[config.mk]
export PLATFORM = sky130hd
export DESIGN_NAME = cfd_frame_core
export DESIGN_NICKNAME = d
export VERILOG_FILES = /design/src/design/cfd_pkg.sv /design/src/design/cfd_frame_core.sv
export SDC_FILE = /design/constraint.sdc
export NUM_CORES = 1
export LEC_CHECK = 0
export BUFFER_PORTS_ARGS = -buffer_cell sky130_fd_sc_hd__buf_2
export CAP_MARGIN = 30
export CORE_MARGIN = 10
export CORE_UTILIZATION = 45
export DETAILED_ROUTE_END_ITERATION = 6
export PLACE_DENSITY = 0.68
export SLEW_MARGIN = 10
export SYNTH_ARGS = -nofsm -noshare
export SYNTH_HDL_FRONTEND = slang
export SYNTH_SLANG_ARGS = --single-unit
[constraint.sdc]
create_clock -name clk -period 10 [get_ports clk]
set_clock_uncertainty 0.1 [all_clocks]
set_input_delay 2 -clock clk [delete_from_list [all_inputs] [get_ports clk]]
set_output_delay 2 -clock clk [all_outputs]
set_load 0.1 [all_outputs]
[src/design/cfd_pkg.sv]
// ----------------------------------------------------------------------------
// cfd_pkg
// Shared types and constants for the caliper frame decoder.
// ----------------------------------------------------------------------------
package cfd_pkg;

  // Item action codes.
  localparam logic [1:0] ACT_BYTE = 2'd0;
  localparam logic [1:0] ACT_TICK = 2'd1;
  localparam logic [1:0] ACT_ZERO = 2'd2;

  // Field widths.
  localparam int ACTION_W = 2;
  localparam int BYTE_W   = 8;
  localparam int GAP_W    = 8;
  localparam int VALUE_W  = 21;
  localparam int DISP_W   = 22;
  localparam int AGE_OUT_W = 32;

  // Age counter width default.
  localparam int AGE_BITS_DEFAULT = 32;

  // Frame byte decoding.
  localparam logic [7:0] NIBBLE_MASK = 8'h0f;
  localparam logic [7:0] ERROR_MASK  = 8'b1110_0000;
  localparam logic [7:0] SIGN_MASK   = 8'h10;

  // Reset value of the quiet gap register.
  localparam logic [GAP_W-1:0] GAP_RESET = 8'd10;

  // Byte positions within a frame.
  localparam logic [1:0] POS_LOW = 2'd0;
  localparam logic [1:0] POS_MID = 2'd1;
  localparam logic [1:0] POS_TOP = 2'd2;

  typedef struct packed {
    logic [ACTION_W-1:0] action;
    logic [BYTE_W-1:0]   data_byte;
    logic                clk_level;
    logic                raw_select;
  } cfd_item_t;

  typedef struct packed {
    logic signed [DISP_W-1:0] displacement;
    logic [AGE_OUT_W-1:0]     age_ticks;
    logic                     frame_done;
    logic                     frame_error;
    logic                     resyncing;
  } cfd_result_t;

endpackage

[src/design/cfd_frame_core.sv]
// ----------------------------------------------------------------------------
// cfd_frame_core
// Decoder state and its one-pass update; produces the result of each item.
// ----------------------------------------------------------------------------
module cfd_frame_core
  import cfd_pkg::*;
#(
  parameter int AGE_BITS = AGE_BITS_DEFAULT
) (
  input  logic             clk,
  input  logic             rst,
  input  logic             accept,
  input  cfd_item_t        item,
  input  logic [GAP_W-1:0] quiet_gap,
  output cfd_result_t      result
);

  localparam logic [AGE_BITS-1:0] AGE_MAX = {AGE_BITS{1'b1}};
  localparam logic [GAP_W-1:0]    QUIET_MAX = {GAP_W{1'b1}};

  logic [1:0]          byte_position, byte_position_next;
  logic [BYTE_W-1:0]   low_byte, low_byte_next;
  logic [BYTE_W-1:0]   mid_byte, mid_byte_next;
  logic [VALUE_W-1:0]  current_value, current_value_next;
  logic [VALUE_W-1:0]  zero_offset, zero_offset_next;
  logic [AGE_BITS-1:0] age_count, age_count_next;
  logic                in_resync, in_resync_next;
  logic                prev_clk, prev_clk_next;
  logic [GAP_W-1:0]    quiet_count, quiet_count_next;

  logic [VALUE_W-1:0]  magnitude;
  logic                done;
  logic                err;
  logic [DISP_W-1:0]   disp_raw;
  logic [DISP_W-1:0]   disp_offset;

  assign magnitude = {1'b0, item.data_byte[3:0] & NIBBLE_MASK[3:0], mid_byte, low_byte};

  always_comb begin
    byte_position_next = byte_position;
    low_byte_next      = low_byte;
    mid_byte_next      = mid_byte;
    current_value_next = current_value;
    zero_offset_next   = zero_offset;
    age_count_next     = age_count;
    in_resync_next     = in_resync;
    prev_clk_next      = prev_clk;
    quiet_count_next   = quiet_count;
    done               = 1'b0;
    err                = 1'b0;
    case (item.action)
      ACT_BYTE: begin
        if (!in_resync) begin
          case (byte_position)
            POS_LOW: begin
              low_byte_next      = item.data_byte;
              byte_position_next = POS_MID;
            end
            POS_MID: begin
              mid_byte_next      = item.data_byte;
              byte_position_next = POS_TOP;
            end
            default: begin
              // Third byte (or a stray position) closes the frame.
              done = 1'b1;
              if ((item.data_byte & ERROR_MASK) != '0) begin
                err                = 1'b1;
                current_value_next = magnitude;
                in_resync_next     = 1'b1;
                prev_clk_next      = 1'b0;
                quiet_count_next   = '0;
              end else if ((item.data_byte & SIGN_MASK) != '0) begin
                current_value_next = VALUE_W'(-magnitude);
              end else begin
                current_value_next = magnitude;
              end
              byte_position_next = POS_LOW;
              age_count_next     = '0;
            end
          endcase
        end
      end
      ACT_TICK: begin
        if (age_count != AGE_MAX) begin
          age_count_next = age_count + 1'b1;
        end
        if (in_resync) begin
          if (item.clk_level != prev_clk) begin
            prev_clk_next    = item.clk_level;
            quiet_count_next = '0;
          end else if (quiet_count != QUIET_MAX) begin
            quiet_count_next = quiet_count + 1'b1;
          end
          if (quiet_count_next >= quiet_gap) begin
            in_resync_next = 1'b0;
          end
        end
      end
      ACT_ZERO: begin
        zero_offset_next = current_value;
      end
      default: begin
      end
    endcase
  end

  always_ff @(posedge clk) begin
    if (rst) begin
      byte_position <= POS_LOW;
      low_byte      <= '0;
      mid_byte      <= '0;
      current_value <= '0;
      zero_offset   <= '0;
      age_count     <= '0;
      in_resync     <= 1'b0;
      prev_clk      <= 1'b0;
      quiet_count   <= '0;
    end else if (accept) begin
      byte_position <= byte_position_next;
      low_byte      <= low_byte_next;
      mid_byte      <= mid_byte_next;
      current_value <= current_value_next;
      zero_offset   <= zero_offset_next;
      age_count     <= age_count_next;
      in_resync     <= in_resync_next;
      prev_clk      <= prev_clk_next;
      quiet_count   <= quiet_count_next;
    end
  end

  assign disp_raw    = {current_value_next[VALUE_W-1], current_value_next};
  assign disp_offset = disp_raw - {zero_offset_next[VALUE_W-1], zero_offset_next};

  assign result.displacement = signed'(item.raw_select ? disp_raw : disp_offset);
  assign result.frame_done   = done;
  assign result.frame_error  = err;
  assign result.resyncing    = in_resync_next;

  // The reported age saturates at the width of the result field.
  if (AGE_BITS > AGE_OUT_W) begin : g_age_sat
    assign result.age_ticks = (|age_count_next[AGE_BITS-1:AGE_OUT_W]) ?
                              {AGE_OUT_W{1'b1}} : age_count_next[AGE_OUT_W-1:0];
  end else begin : g_age_ext
    assign result.age_ticks = AGE_OUT_W'(age_count_next);
  end

`ifndef NO_ASSERTIONS
  a_error_is_done: assert property (@(posedge clk) disable iff (rst)
    accept && result.frame_error |-> result.frame_done)
    else $error("frame error reported without a completed frame");

  a_done_clears_age: assert property (@(posedge clk) disable iff (rst)
    accept && result.frame_done |=> age_count == '0 && byte_position == POS_LOW)
    else $error("completed frame did not clear age and byte position");

  a_error_enters_resync: assert property (@(posedge clk) disable iff (rst)
    accept && result.frame_error |=> in_resync && quiet_count == '0 && !prev_clk)
    else $error("bad frame did not enter resync cleanly");

  a_resync_ignores_bytes: assert property (@(posedge clk) disable iff (rst)
    accept && in_resync && item.action == ACT_BYTE
    |=> byte_position == $past(byte_position) && in_resync)
    else $error("byte changed framing state during resync");
`endif

endmodule
Word-level counts from Yosys, hierarchy flattened
Cells that the tools add are included.
Operators by class
  add/sub/neg operators: 4
  magnitude comparators: 1
  equality and inequality tests: 11
  muxes and demuxes: 38
  bitwise operators: 1
  reductions and logical operators: 10
Operators with widths (count)
  two-way mux 21 bit: 6
  two-way mux 32 bit: 3
  two-way mux 8 bit: 8
  case mux 32 bit (2 select lines): 1
  adder 32 x 1 -> 32 bit (second input constant): 1
  != test 32 bit (second input constant): 1
  two-way mux 22 bit: 1
  subtractor 21 x 21 -> 22 bit: 1
  negator 20 -> 21 bit: 1
  case mux 8 bit (2 select lines): 1
  two-way mux 1 bit: 15
  != test 2 bit (second input constant): 5
  adder 8 x 1 -> 8 bit (second input constant): 1
  >= comparator 8 bit: 1
  != test 8 bit (second input constant): 1
  AND reduction 4 bit: 2
  nonzero test 8 bit: 1
  AND reduction 7 bit: 1
  AND reduction 6 bit: 1
  == test 2 x 1 -> 1 bit (second input constant): 2
  zero test 2 bit: 2
  case mux 1 bit (2 select lines): 2
  case mux 2 bit (2 select lines): 1
  AND reduction 3 bit: 1
  5 further kinds: 5
Storage, ports and cells
  register bits after elaboration: 102
  input bits: 23
  output and inout port bits: 57
  word-level logic and storage cells: 74

Longest topological paths before layout
  depth in word-level cells: 9
  gate-level depth with buffers: 18
  depth with buffers taken out: 16

Worst setup path after synthesis
Ideal clock, no wire load.
  path type: input port to output port
  from: input item[10] in the netlist's numbering
  to: output result[55] in the netlist's numbering
  data arrival time: 7.947 ns
  data required time: 7.900 ns
  path slack: -0.047 ns
  cell stages on the path: 18
  buffers on the path: 4
  path through: or4b_1 buf_2 buf_1 clkbuf_1 clkbuf_1 a21oi_1 ha_1 inv_1 fa_1 a21o_1 a211oi_1 o31ai_1 a31o_2 o211ai_1 a211oi_2 o31ai_1 nor3_1 a221oi_1
RTL lines
  start: declaration: RTL line cfd_frame_core.sv:13  | input cfd_item_t item,
  end: declaration: RTL line cfd_frame_core.sv:15  | output cfd_result_t result

==> qor.csv <==
stage,metric,value,unit
status,status,completed,
critical_path,critPathRequiredTime,7.90,ns
synthesis,synth.cell_area,7458,µm²
global_routing,grt_pass1_vias,6368,
floorplanning,initial_core_util,45.46,%
sta,hold_violations,0,
global_routing,grtUsageTotal,17.66,%
critical_path,crit_path_end_kind,output port,
floorplanning,fp.dieH,148.7,µm
sta,max_freq,0.1121,GHz
clock_network,clkSlewWorstSetupHoldPaths,0.07,ns
routing,route.met2.wl,8.925,mm
routing,finalWirelength,19.56,mm
critical_path,crit_type,in -> out,
synthesis,yosysUniqueCellTypes,78,
layout,nets,1064,
critical_path,path_max_fanout,22,
critical_path,cp_cell_sequence,buf_2 > or4b_2 > clkinv_2 > a31oi_1 > fa_1 > a21o_1 > a211oi_1 > o31ai_1 > a31o_2 > o211ai_1 > a211oi_2 > nor3_1 > mux2_1 > a211oi_2 > buf_2,
synthesis,synthTopCellsByCount,"145 x nor2_1, 102 x dfxtp_1, 102 x nand2_1",
sta,rsz0062_at_grt,no,
critical_path,cp.buffers_inverters,3,
global_routing,grt_max_degree,58,
sta,setup-violations-final,0,
routing,dr.pass1.iters,5,
flow_run,maxCapViolations,0,
pwr,p_per_area,126.1,nW/µm²
synthesis,synth-main-ff-cell,dfxtp_1,
clock_network,cts_hold_buf,0,
placement,place_ws,1.139,ns
routing,wl_per_cell,15.87,µm
sta,slew_headroom,38.68,%
synthesis,async_reset_ff_share,0,%
routing,drt-met1-wl,9.163,mm
clock_network,cts_buffers,9,
routing,viasPerCell,5.602,
floorplanning,dieArea,22120,µm²
synthesis,synth_top_area_share,27.38,%
clock_network,cts_setup_buffers,0,
sta,min_period_over_period,89.18,%
clock_network,cts_htree_levels,3,
synthesis,synth_area_leader_cell,dfxtp_1,
layout,diodes,0,
clock_network,cts_resized,0,
floorplanning,design.core.area,16410,µm²
clock_network,clk_latency,0.36,ns
sta,slew_viol_final,0,
layout,drive_gt1_share,13.92,%
floorplanning,io_pins,80,
routing,drt_iter0_drc,459,
synthesis,synth.most_common_cell,nor2_1,
floorplanning,die_w,148.7,µm
sta,worstMarginPinSlew,0.9127,ns
global_routing,grt_pass1_wl,32.88,mm
global_routing,antenna_found_initial,0,
synthesis,ys_seq_area_share,27.38,%
clock_network,cts_root_buf,clkbuf_16,
hold_path,min_path_type,reg -> reg,
routing,via_count,6907,
synthesis,synth-edff-count,0,
synthesis,avgSynthCellArea,7.729,µm²
layout,nFillCells,1586,
pwr,vdd_drop_max,0.08272,mV
placement,port_buffers,79,
layout,area_growth,10.32,%
routing,drtAntennaViolNets,0,
routing,drc_errors,0,
critical_path,cp-start-kind,input pin,
sta,worst_slack,1.082,ns
critical_path,critPathArrivalTime,6.82,ns
critical_path,cp_slowest_stage_delay,0.91,ns
floorplanning,row_count,47,
pwr,p_total,1038,µW
critical_path,cp_top_family,compound AO/OA/AOI/OAI gates,
sta,layout_min_cycle_time,8.918,ns
global_routing,grt-ovfl-total,0,
clock_network,cts_tree,built,
critical_path,cpMaxStageDelayCell,or4b_2,
synthesis,netlist_top_cells_area,"dfxtp_1 27%, mux2i_1 10%, nor2_1 7.3%",
clock_network,cts_buffer_depth,2,
placement,place.detailed.hpwl,14.16,mm
placement,place_area,7919,µm²
clock_network,clock_sinks,102,
routing,met3WireLength,1.052,mm
layout,design_area,8228,µm²
routing,top_layer,met4,
synthesis,syn_nets,1021,
synthesis,synth-seq-cells,102,
sta,final.setup.tns,0,ns
placement,place_congestion,0.8300,
pwr,p_leak,0.003548,µW
synthesis,yosys_warnings,0,
synthesis,postSynthCellCount,965,
[per-layer routing]
layer	vias up	GRT usage [%]
li1	3531	-
met1	3189	23.10
met2	165	28.42
met3	22	4.339
met4	0	4.711
met5	-	0
[placed cells by master, fill, tap and decap left out, drive strengths merged, types with 4 or more instances in the layout]
cell type / count
buf: 88
mux2i: 78
a21oi: 52
xnor2: 18
nor3: 23
nor2: 146
ha: 32
clkinvlp: 4
nor4: 10
nand4: 7
a22oi: 14
or3: 14
nor3b: 4
o31ai: 9
o21bai: 4
clkbuf: 11
o21ai: 50
mux2: 5
a21boi: 4
nand3: 29
nor2b: 6
o211ai: 4
inv: 36
and3: 9
dfxtp: 102
nand2b: 9
nand2: 102
and2: 5
a211oi: 33
or4: 12
a31oi: 9
and4: 4
a21o: 17
xor2: 22
[per-stage QoR]
stage	util, %	hold slack [ns]	instances
CTS	50.09	0.3851	1231
floorplan	-	0.3599	965
global route	50.15	0.3955	1233
global placement	48.07	0.3689	1213
detailed placement	48.27	0.3763	1215
finish	50.15	0.3831	1233
[flip-flops by register name, indices dropped and copies added (netlist names)]
name and flops:
byte_position 2, mid_byte 8, current_value 21, zero_offset 21, age_count 32, in_resync 1, low_byte 8, prev_clk 1
quiet_count 8
[cell type report]
| cell class | instances | area (µm²) | share of cell area, % |
|---|---|---|---|
| clock inverter | 7 | 73.82 | 0.8972 |
| timing repair buffer | 90 | 495.5 | 6.022 |
| clock buffer | 9 | 225.2 | 2.737 |
| sequential | 102 | 2042 | 24.82 |
| inverter | 36 | 136.4 | 1.658 |
| multi-input combinational | 769 | 4980 | 60.52 |
| tap | 220 | 275.3 | 3.345 |
[kinds of logic after synthesis]
group	after synthesis	synth area share, %
and+or+nand+nor	392	25.35
AOI/OAI and AO/OA	221	19.75
DFF	102	27.38
buffers and inverters	94	5.972
muxes	83	11.22
xor gates and xnor gates	40	4.697
adders and majority gates	33	5.637
[path summary, 6_finish.rpt]
path              slack, ns  depth (start not counted)                   startpoint                          end
setup / recovery       1.08                         15                     item[10]                   result[53]
hold / removal         0.38                          2  zero_offset[4]$_SDFFE_PP0P_  zero_offset[4]$_SDFFE_PP0P_
setup reg to reg       6.68                         15  quiet_count[0]$_SDFFE_PP0P_       in_resync$_SDFFE_PP0P_
hold reg to reg        0.38                          2  zero_offset[4]$_SDFFE_PP0P_  zero_offset[4]$_SDFFE_PP0P_
[power by group]
group / switching, µW / internal, µW
registers: 7.45 / 414
logic: 189 / 66.8
clock network: 166 / 195
[worst min-delay path: stages (launching register included)]
cell and delay, ns:
dfxtp_1 0.31, nor2_1 0.08, a211oi_1 0.05
Note: power is estimated with default switching activity, not from simulation.
